$ cat config.mk
export PLATFORM = sky130hd
export DESIGN_NAME = eight_channel_dma_engine
export DESIGN_NICKNAME = d
export VERILOG_FILES = /design/src/dma8_pkg.sv /design/src/eight_channel_dma_engine.sv
export SDC_FILE = /design/constraint.sdc
export NUM_CORES = 1
export LEC_CHECK = 0
export BUFFER_PORTS_ARGS = -buffer_cell sky130_fd_sc_hd__buf_2
export CAP_MARGIN = 20
export CORE_AREA = 2 2 291 365
export DETAILED_ROUTE_END_ITERATION = 12
export DIE_AREA = 0 0 293 367
export GPL_ROUTABILITY_DRIVEN = 1
export PLACE_DENSITY = 0.62
export SYNTH_ARGS = -nofsm -noshare
export SYNTH_HDL_FRONTEND = slang
export SYNTH_SLANG_ARGS = --single-unit
$ cat constraint.sdc
create_clock -name i_clk -period 6.1 [get_ports i_clk]
set_input_delay 1.22 -clock i_clk [delete_from_list [all_inputs] [get_ports i_clk]]
set_output_delay 1.22 -clock i_clk [all_outputs]
set_load 0.03 [all_outputs]
$ cat src/dma8_pkg.sv
// shared types, codes and field widths of the eight-channel dma engine
package dma8_pkg;

    localparam int CHANNELS_MAX = 8;
    localparam int CHANNELS_DEF = 8;

    // command kinds carried on the request side tuser
    typedef enum logic [1:0] {
        FUNC_READ  = 2'd0,
        FUNC_WRITE = 2'd1,
        FUNC_START = 2'd2,
        FUNC_TICK  = 2'd3
    } t_func;

    // per-channel register offsets
    localparam logic [3:0] OFF_CTL     = 4'h0;
    localparam logic [3:0] OFF_BBASE   = 4'h1;
    localparam logic [3:0] OFF_AOFF_LO = 4'h2;
    localparam logic [3:0] OFF_AOFF_HI = 4'h3;
    localparam logic [3:0] OFF_ABANK   = 4'h4;
    localparam logic [3:0] OFF_CNT_LO  = 4'h5;
    localparam logic [3:0] OFF_CNT_HI  = 4'h6;
    localparam logic [3:0] OFF_IBANK   = 4'h7;
    localparam logic [3:0] OFF_TPTR_LO = 4'h8;
    localparam logic [3:0] OFF_TPTR_HI = 4'h9;
    localparam logic [3:0] OFF_LINE    = 4'hA;
    localparam logic [3:0] OFF_SPARE_A = 4'hB;
    localparam logic [3:0] OFF_SPARE_B = 4'hF;

    // control register bits
    localparam int CTL_FIXED = 3;
    localparam int CTL_DEC   = 4;
    localparam int CTL_FROMB = 7;

    // wait timer steps
    localparam logic [15:0] TIMER_START = 16'd16;
    localparam logic [15:0] TIMER_STEP  = 16'd2;
    localparam logic [15:0] TIMER_BYTE  = 16'd6;
    localparam logic [15:0] TIMER_DONE  = 16'd14; // byte plus channel finish, from zero

    localparam int S_TDATA_W = 16;
    localparam int S_TUSER_W = 2;
    localparam int M_TDATA_W = 48;
    localparam int M_TUSER_W = 1;

    // b address offset for a transfer mode and its position in the pattern
    function automatic logic [1:0] pattern_offset(input logic [2:0] mode,
                                                  input logic [1:0] pidx);
        logic [1:0] res;
        res = 2'd0;
        case (mode)
            3'd1, 3'd5: res = {1'b0, pidx[0]};
            3'd3, 3'd7: res = {1'b0, pidx[1]};
            3'd4:       res = pidx;
            default:    res = 2'd0;
        endcase
        return res;
    endfunction

endpackage

$ cat src/eight_channel_dma_engine.sv
// top level of the eight-channel dma engine: register file, scheduler and request output
//
//  channel   | direction | tdata bits (low first)                         | tuser
//  ----------+-----------+------------------------------------------------+-------------
//  s (cmd)   | in        | reg_address[6:0], write_data[14:7], 0 pad      | func[1:0]
//  m (res)   | out       | read_data[7:0], from_b[8], a_address[32:9],    | xfer_valid[0]
//            |           | b_address[40:33], channel_number[43:41],       |
//            |           | busy_res[44], 0 pad                            |
//
// one command per cycle sustained while the result is taken; each command is held in the input
// register and then passes into the result register
// the per-command work is a priority pick over the active bits, one register
// file read and the counter steps, all between those two registers
// reset (synchronous, active low) loads every channel register with all ones,
// clears active bits, pattern positions, the wait timer and busy
// a stalled result register holds the input register, which in turn drops
// tready; a waiting result does not block a new command while it is taken
module eight_channel_dma_engine #(
    parameter int CHANNELS = dma8_pkg::CHANNELS_DEF
) (
    input  logic                           i_clk,
    input  logic                           i_rst_n,
    input  logic                           i_s_tvalid,
    output logic                           o_s_tready,
    // reg_address[6:0], write_data[14:7], zero pad
    input  logic [dma8_pkg::S_TDATA_W-1:0] i_s_tdata,
    // func[1:0]
    input  logic [dma8_pkg::S_TUSER_W-1:0] i_s_tuser,
    output logic                           o_m_tvalid,
    input  logic                           i_m_tready,
    // read_data[7:0], from_b[8], a_address[32:9], b_address[40:33],
    // channel_number[43:41], busy_res[44], zero pad
    output logic [dma8_pkg::M_TDATA_W-1:0] o_m_tdata,
    // xfer_valid[0]
    output logic [dma8_pkg::M_TUSER_W-1:0] o_m_tuser
);
    import dma8_pkg::*;

    localparam int CH_W = (CHANNELS > 1) ? $clog2(CHANNELS) : 1;

    // input register
    logic        r_in_valid;
    t_func       r_in_func;
    logic [6:0]  r_in_addr;
    logic [7:0]  r_in_data;

    // result register
    logic                 r_out_valid;
    logic [M_TDATA_W-1:0] r_out_data;
    logic                 r_out_xfer;

    // channel register file
    logic [7:0]  r_ctl   [CHANNELS];
    logic [7:0]  r_bbase [CHANNELS];
    logic [15:0] r_aoff  [CHANNELS];
    logic [7:0]  r_abank [CHANNELS];
    logic [15:0] r_cnt   [CHANNELS];
    logic [7:0]  r_ibank [CHANNELS];
    logic [15:0] r_tptr  [CHANNELS];
    logic [7:0]  r_line  [CHANNELS];
    logic [7:0]  r_spare [CHANNELS];
    logic [1:0]  r_pidx  [CHANNELS];

    // scheduler state
    logic [CHANNELS-1:0] r_active;
    logic [15:0]         r_timer;
    logic                r_busy;
    logic [CHANNELS-1:0] n_active;
    logic [15:0]         n_timer;
    logic                n_busy;

    logic                 w_adv;
    logic                 w_accept;
    logic [2:0]           w_addr_ch;
    logic [3:0]           w_off;
    logic                 w_addr_ok;
    logic                 w_pick_found;
    logic [CH_W-1:0]      w_pick_idx;
    logic [CH_W-1:0]      w_rd_idx;
    logic                 w_tick_busy;
    logic                 w_move;
    logic [15:0]          w_cnt_dec;
    logic                 w_done;
    logic [16:0]          w_start_sum;
    logic [7:0]           w_read_data;
    logic [1:0]           w_pat;
    logic [7:0]           w_b_addr;
    logic [7:0]           w_ctl;
    logic [M_TDATA_W-1:0] w_res_data;

    // stage handshake: the input register moves on when the result slot is free
    assign w_adv      = r_in_valid && (!r_out_valid || i_m_tready);
    assign o_s_tready = !r_in_valid || w_adv;
    assign w_accept   = i_s_tvalid && o_s_tready;

    assign w_addr_ch = r_in_addr[6:4];
    assign w_off     = r_in_addr[3:0];
    assign w_addr_ok = ({1'b0, w_addr_ch} < 4'(CHANNELS));

    // lowest active channel wins
    always_comb begin
        w_pick_found = 1'b0;
        w_pick_idx   = '0;
        for (int i = CHANNELS - 1; i >= 0; i--) begin
            if (r_active[i]) begin
                w_pick_found = 1'b1;
                w_pick_idx   = CH_W'(i);
            end
        end
    end

    // one read address into the register file: the picked channel on a tick
    assign w_rd_idx = (r_in_func == FUNC_TICK) ? w_pick_idx : w_addr_ch[CH_W-1:0];
    assign w_ctl    = r_ctl[w_rd_idx];

    always_comb begin
        w_read_data = 8'd0;
        if (w_addr_ok) begin
            case (w_off)
                OFF_CTL:     w_read_data = w_ctl;
                OFF_BBASE:   w_read_data = r_bbase[w_rd_idx];
                OFF_AOFF_LO: w_read_data = r_aoff[w_rd_idx][7:0];
                OFF_AOFF_HI: w_read_data = r_aoff[w_rd_idx][15:8];
                OFF_ABANK:   w_read_data = r_abank[w_rd_idx];
                OFF_CNT_LO:  w_read_data = r_cnt[w_rd_idx][7:0];
                OFF_CNT_HI:  w_read_data = r_cnt[w_rd_idx][15:8];
                OFF_IBANK:   w_read_data = r_ibank[w_rd_idx];
                OFF_TPTR_LO: w_read_data = r_tptr[w_rd_idx][7:0];
                OFF_TPTR_HI: w_read_data = r_tptr[w_rd_idx][15:8];
                OFF_LINE:    w_read_data = r_line[w_rd_idx];
                OFF_SPARE_A,
                OFF_SPARE_B: w_read_data = r_spare[w_rd_idx];
                default:     w_read_data = 8'd0;
            endcase
        end
    end

    // a tick with the timer run down moves one byte for the picked channel
    assign w_tick_busy = (r_in_func == FUNC_TICK) && r_busy;
    assign w_move      = w_tick_busy && (r_timer == 16'd0) && w_pick_found;
    assign w_cnt_dec   = r_cnt[w_rd_idx] - 16'd1;
    assign w_done      = (w_cnt_dec == 16'd0);
    assign w_pat       = pattern_offset(w_ctl[2:0], r_pidx[w_rd_idx]);
    assign w_b_addr    = r_bbase[w_rd_idx] + {6'd0, w_pat};
    assign w_start_sum = {1'b0, r_timer} + {1'b0, TIMER_START};

    // scheduler next state
    always_comb begin
        n_active = r_active;
        n_timer  = r_timer;
        n_busy   = r_busy;
        case (r_in_func)
            FUNC_START: begin
                n_active = r_in_data[CHANNELS-1:0];
                n_busy   = |r_in_data[CHANNELS-1:0];
                if (n_busy) begin
                    // saturate at full scale
                    n_timer = w_start_sum[16] ? 16'hFFFF : w_start_sum[15:0];
                end
            end
            FUNC_TICK: begin
                if (r_busy) begin
                    if (r_timer != 16'd0) begin
                        n_timer = (r_timer >= TIMER_STEP) ? (r_timer - TIMER_STEP) : 16'd0;
                    end else if (!w_pick_found) begin
                        n_busy = 1'b0;
                    end else begin
                        // timer is zero here, so the additions cannot saturate
                        n_timer = w_done ? TIMER_DONE : TIMER_BYTE;
                        if (w_done) begin
                            n_active[w_pick_idx] = 1'b0;
                        end
                    end
                end
            end
            default: begin
            end
        endcase
    end

    // result word: read data on a read, the move fields on a move, busy always
    always_comb begin
        w_res_data = '0;
        if (r_in_func == FUNC_READ) begin
            w_res_data[7:0] = w_read_data;
        end
        if (w_move) begin
            w_res_data[8]     = w_ctl[CTL_FROMB];
            w_res_data[32:9]  = {r_abank[w_rd_idx], r_aoff[w_rd_idx]};
            w_res_data[40:33] = w_b_addr;
            w_res_data[43:41] = 3'(w_pick_idx);
        end
        w_res_data[44] = n_busy;
    end

    always_ff @(posedge i_clk) begin
        if (!i_rst_n) begin
            r_in_valid <= 1'b0;
        end else if (w_accept) begin
            r_in_valid <= 1'b1;
        end else if (w_adv) begin
            r_in_valid <= 1'b0;
        end
    end

    always_ff @(posedge i_clk) begin
        if (w_accept) begin
            r_in_func <= t_func'(i_s_tuser);
            r_in_addr <= i_s_tdata[6:0];
            r_in_data <= i_s_tdata[14:7];
        end
    end

    always_ff @(posedge i_clk) begin
        if (!i_rst_n) begin
            r_out_valid <= 1'b0;
        end else if (w_adv) begin
            r_out_valid <= 1'b1;
        end else if (i_m_tready) begin
            r_out_valid <= 1'b0;
        end
    end

    always_ff @(posedge i_clk) begin
        if (w_adv) begin
            r_out_xfer <= w_move;
            r_out_data <= w_res_data;
        end
    end

    always_ff @(posedge i_clk) begin
        if (!i_rst_n) begin
            r_active <= '0;
            r_timer  <= 16'd0;
            r_busy   <= 1'b0;
        end else if (w_adv) begin
            r_active <= n_active;
            r_timer  <= n_timer;
            r_busy   <= n_busy;
        end
    end

    // register file: bus writes and per-move address and count steps
    always_ff @(posedge i_clk) begin
        if (!i_rst_n) begin
            for (int i = 0; i < CHANNELS; i++) begin
                r_ctl[i]   <= 8'hFF;
                r_bbase[i] <= 8'hFF;
                r_aoff[i]  <= 16'hFFFF;
                r_abank[i] <= 8'hFF;
                r_cnt[i]   <= 16'hFFFF;
                r_ibank[i] <= 8'hFF;
                r_tptr[i]  <= 16'hFFFF;
                r_line[i]  <= 8'hFF;
                r_spare[i] <= 8'hFF;
                r_pidx[i]  <= 2'd0;
            end
        end else if (w_adv) begin
            if (r_in_func == FUNC_WRITE && w_addr_ok) begin
                case (w_off)
                    OFF_CTL:     r_ctl[w_rd_idx]         <= r_in_data;
                    OFF_BBASE:   r_bbase[w_rd_idx]       <= r_in_data;
                    OFF_AOFF_LO: r_aoff[w_rd_idx][7:0]   <= r_in_data;
                    OFF_AOFF_HI: r_aoff[w_rd_idx][15:8]  <= r_in_data;
                    OFF_ABANK:   r_abank[w_rd_idx]       <= r_in_data;
                    OFF_CNT_LO:  r_cnt[w_rd_idx][7:0]    <= r_in_data;
                    OFF_CNT_HI:  r_cnt[w_rd_idx][15:8]   <= r_in_data;
                    OFF_IBANK:   r_ibank[w_rd_idx]       <= r_in_data;
                    OFF_TPTR_LO: r_tptr[w_rd_idx][7:0]   <= r_in_data;
                    OFF_TPTR_HI: r_tptr[w_rd_idx][15:8]  <= r_in_data;
                    OFF_LINE:    r_line[w_rd_idx]        <= r_in_data;
                    OFF_SPARE_A,
                    OFF_SPARE_B: r_spare[w_rd_idx]       <= r_in_data;
                    default: begin
                    end
                endcase
            end
            if (w_move) begin
                // a count of zero wraps, giving a full 64k bytes
                r_cnt[w_rd_idx]  <= w_cnt_dec;
                r_pidx[w_rd_idx] <= w_done ? 2'd0 : (r_pidx[w_rd_idx] + 2'd1);
                if (!w_ctl[CTL_FIXED]) begin
                    r_aoff[w_rd_idx] <= w_ctl[CTL_DEC] ? (r_aoff[w_rd_idx] - 16'd1)
                                                       : (r_aoff[w_rd_idx] + 16'd1);
                end
            end
        end
    end

    assign o_m_tvalid = r_out_valid;
    assign o_m_tdata  = r_out_data;
    assign o_m_tuser  = r_out_xfer;

    // an active channel can only exist while the engine is busy
    a_active_busy: assert property (@(posedge i_clk) disable iff (!i_rst_n)
        (|r_active) |-> r_busy)
        else $error("active channel while engine idle");

    // a start with a nonempty mask leaves the engine busy
    a_start_busy: assert property (@(posedge i_clk) disable iff (!i_rst_n)
        (w_adv && r_in_func == FUNC_START && (|r_in_data[CHANNELS-1:0])) |=> r_busy)
        else $error("start did not set busy");

    // a byte move reloads the timer from zero
    a_move_timer: assert property (@(posedge i_clk) disable iff (!i_rst_n)
        (w_adv && w_move) |=> (r_timer == TIMER_BYTE || r_timer == TIMER_DONE))
        else $error("timer not reloaded after a move");

    // a move request in the result always reports the engine busy
    a_move_reports_busy: assert property (@(posedge i_clk) disable iff (!i_rst_n)
        (r_out_valid && r_out_xfer) |-> r_out_data[44])
        else $error("move request with busy clear");

endmodule
==> flow_summary.toml <==
[setup_path]
worst_path_max_delay_cell = "or4_4"
critPathLaunchType = "flip-flop"
worst_path_most_repeated_cell = "o21ai_0"
crit_path_end_kind = "flip-flop"
crit_path_start = "r_active[7]$_SDFFE_PN0P_"
timing.setup.critical_path_class = "flip-flop to flip-flop"
critPathMaxFanout = 19
setup.reg_to_reg.worst_slack_ps = 410
timing.rr.end = "r_aoff[7][14]$_SDFFCE_PN1P_"
critPathMaxStageDelay_ps = 610
worst_r2r_path_depth = 20
critical_path_required_ps = 6490
ordered_list_of_cells_on_the_worst_path = "or4_4, a31oi_4, buf_4, nand2_1, nor2_4, a22oi_1, and3_1, fa_1, nor2b_1, o21ai_0, a21boi_0, o21ai_0, a21boi_0, o21ai_0, a21o_1, a21oi_1, a31oi_1, xnor2_1, a21oi_2, nand2_1"
cp_data_arrival_time_ps = 6080
crit-reg2reg-launch = "r_active[7]$_SDFFE_PN0P_"
end_point_of_the_critical_path = "r_aoff[7][14]$_SDFFCE_PN1P_"

[power]
p_per_area_nw_per_um2 = 300
vdd.ir_drop.worst_mv = 0.182
static_leakage_nw = 13.1
power.share.clock = 0.381
comb_power_share = 0.147
p_seq_frac = 0.472
p_switching_w = 0.00387
switching_share = 0.275
internal_power_w = 0.0102
total_power_w = 0.0141

[grt]
antenna_found_initial = 9
grt_start_max_net_pins = 121
groute.usage.overall = 0.260
number_of_global_route_vias_before_repair = 30249
first_pass_grt_wire_length_um = 207000
grt_remaining_overflow = 0

[drt]
drt-initial-drc-count = 3939
wl_um = 142000
post_drt_wl_per_cell_um = 27.7
remaining_drc_errors = 0
dr_total_vias = 31700
dr.pass1.iters = 7
vias_per_cell = 6.18
ant_nets = 0

[hold_path]
worst_hold_path_type = "flip-flop to flip-flop"
hold_path_depth = 2

[floorplanning]
row_count = 133
io_pins = 73
design.die.area_um2 = 108000
die_h_um = 367
chipWidth_um = 293
initial_core_util = 0.397
core_um2 = 104000

[logic_synthesis]
yosysMostFrequentCell = "edfxtp_1"
netlist-cell-type-count = 95
synth.cells.most_frequent = "edfxtp_1 (847), nand2_1 (574), or3_1 (523)"
synthesis.area_per_instance_um2 = 11.3
async_flop_share = 0
primary_ff_master_synth = "edfxtp_1"
yosys_warnings = 0
ys_top_cells_by_area = "edfxtp_1 (61%), or3_1 (7.9%), nand2_1 (5.2%)"
synth_enable_flop_cells = 847
number_of_instances_in_the_synthesized_netlist = 3665
synth_top_area_cell = "edfxtp_1"
synth_seq_cells = 874
syn-cell-area_um2 = 41400
ys_seq_area_frac = 0.627
yosys.area.top_type_share = 0.614

[sta]
timing.final.setup_violations = 0
period_needed_ps = 5690
final_min_period_over_clock_period = 0.933
timing.slew.headroom = 0.213
finClkSkew_ps = 36.6
timing_max_transition_violations_final = 0
hold_violations = 0
clock.fmax_mhz = 176
fin_setup_tns_ps = 0
worst_slew_pin_slew_ps = 1170
rsz_0062_raised_after_global_routing = "false"

[cells_and_area]
biggestRegsByFlops = "r_aoff x128, r_cnt x128, r_tptr x128"
final_layout_size_suffix_gt1_frac = 0.132
layout.nets = 3755
syn_to_final_growth_pct = 13.1

[clocking]
cts_tree = "done"
cts.clk_slew.worst_paths_ps = 60
clock_latency_reported_for_the_late_side_of_the_worst_skew_pair_ps = 690
clkSinkCount = 874
cts_hold_repair.buffers = 0
ctsHtreeMaxLevel = 3
cts_made_buffers = 85
buffers_from_clock_root_to_sink_at_most = 3
clock-root-buffer = "clkbuf_16"
postCtsSetupBuffers = 0

[placed_design]
gp_routability_congestion = 0.984
place.detailed.hpwl_um = 89400
portBuffers = 68

[run]
drv.max_cap_violation_count = 0

[run_status]
status = "finished, final reports clean"
power groups by stage:
stage                     clock network, W  registers [W]  logic, W
after global routing               0.00561        0.00664   0.00217
after floorplan                          0        0.00679   0.00112
after global placement                   0        0.00677   0.00199
final                              0.00536        0.00664   0.00207
after CTS                          0.00540        0.00664   0.00201
after detailed placement                 0        0.00677   0.00200
final cells by class:
| cell class | count | area, um^2 |
|---|---|---|
| flip-flops and latches | 874 | 26000 |
| diodes | 2 | 5.00 |
| inverters | 27 | 101 |
| clock buffers | 107 | 2230 |
| clock inverters | 46 | 508 |
| fillers | 9437 | 57500 |
| repair buffers | 298 | 2190 |
| multi-input cells | 2424 | 14100 |
| well taps | 1350 | 1690 |
worst min path at each step:
stage | end | slack (ps) | start
4_1_cts | r_timer[2]$_SDFFE_PN0P_ | 520 | r_timer[2]$_SDFFE_PN0P_
6_report | r_timer[2]$_SDFFE_PN0P_ | 510 | r_timer[2]$_SDFFE_PN0P_
3_3_place_gp | r_timer[2]$_SDFFE_PN0P_ | 500 | r_timer[2]$_SDFFE_PN0P_
2_1_floorplan | o_m_tvalid$_SDFFE_PN0P_ | 480 | r_in_valid$_SDFFE_PN0P_
5_1_grt | o_m_tvalid$_SDFFE_PN0P_ | 570 | r_in_valid$_SDFFE_PN0P_
3_5_place_dp | r_timer[2]$_SDFFE_PN0P_ | 510 | r_timer[2]$_SDFFE_PN0P_
cells by family (layout without fill, tap and decap cells):
| logic type | count (synthesis) | count (layout) | share of synthesized area |
|---|---|---|---|
| AND/OR/NAND/NOR | 1592 | 1592 | 0.192 |
| flip-flops | 874 | 874 | 0.627 |
| AO/OA/AOI/OAI | 736 | 736 | 0.116 |
| buffers and inverters | 369 | 478 | 0.0363 |
| multiplexers | 41 | 41 | 0.0153 |
| XOR/XNOR | 29 | 29 | 0.00613 |
| adder cells (fa/ha/maj) | 23 | 23 | 0.00731 |
| other | 1 | 5 | 0.0000906 |
placed cells by master (no fill, tap or decap), types with 11 or more instances in the layout:
cell type,Yosys,routed
a221oi_1,17,17
a31oi_1,47,46
edfxtp_1,847,847
or3_1,523,523
and2_1,22,22
nor2_1,206,198
ha_1,21,21
o221ai_1,16,16
clkinv_2,0,13
buf_4,4,215
nand2_1,574,565
o21ai_0,196,195
and3_1,40,40
a311oi_1,18,18
nand2b_1,11,11
a22o_1,17,17
o22ai_1,71,71
and4_1,12,12
nor3_1,50,50
a22oi_1,95,95
nand3_1,84,83
a21oi_1,129,129
xnor2_1,19,19
buf_2,33,70
clkbuf_1,267,21
clkinv_1,1,16
inv_1,26,26
nor4_1,22,22
clkbuf_16,0,86
a211oi_1,28,28
mux2i_1,18,18
dfxtp_1,27,27
mux4_2,14,14
layer usage:
layer  track usage  wire length (um)  vias to the layer above
met1         0.329             53100                    15537
met5             0                53                        -
met3        0.0493             14200                      392
li1              -                 -                    13875
met2         0.422             66800                     1888
met4         0.135              7910                        8
per-stage QoR:
step | utilization | setup WS (ps) | hold slack (ps) | std cells | cell area, um^2
after floorplan | - | 801 | 478 | 3667 | 41400
after global placement | 0.422 | 403 | 503 | 4962 | 44000
after detailed placement | 0.422 | 402 | 507 | 4970 | 44100
after CTS | 0.449 | 365 | 516 | 5123 | 46800
after global routing | 0.449 | 79.2 | 568 | 5126 | 46800
final | 0.449 | 407 | 512 | 5128 | 46800
repair_timing:
item	in CTS	in global routing
endpoints found under the hold margin	0	0
endpoints found under the setup margin	0	7
gates resized for setup	0	1
critical path: cells and delay by family, from the launching register on:
family	cells	cell delay [ps]
fa+ha+maj	1	480
flops	1	390
simple gates	6	1660
xor+xnor	1	160
buf+inv	1	350
compound gates	11	2360
(Power assumes the default switching activity.)
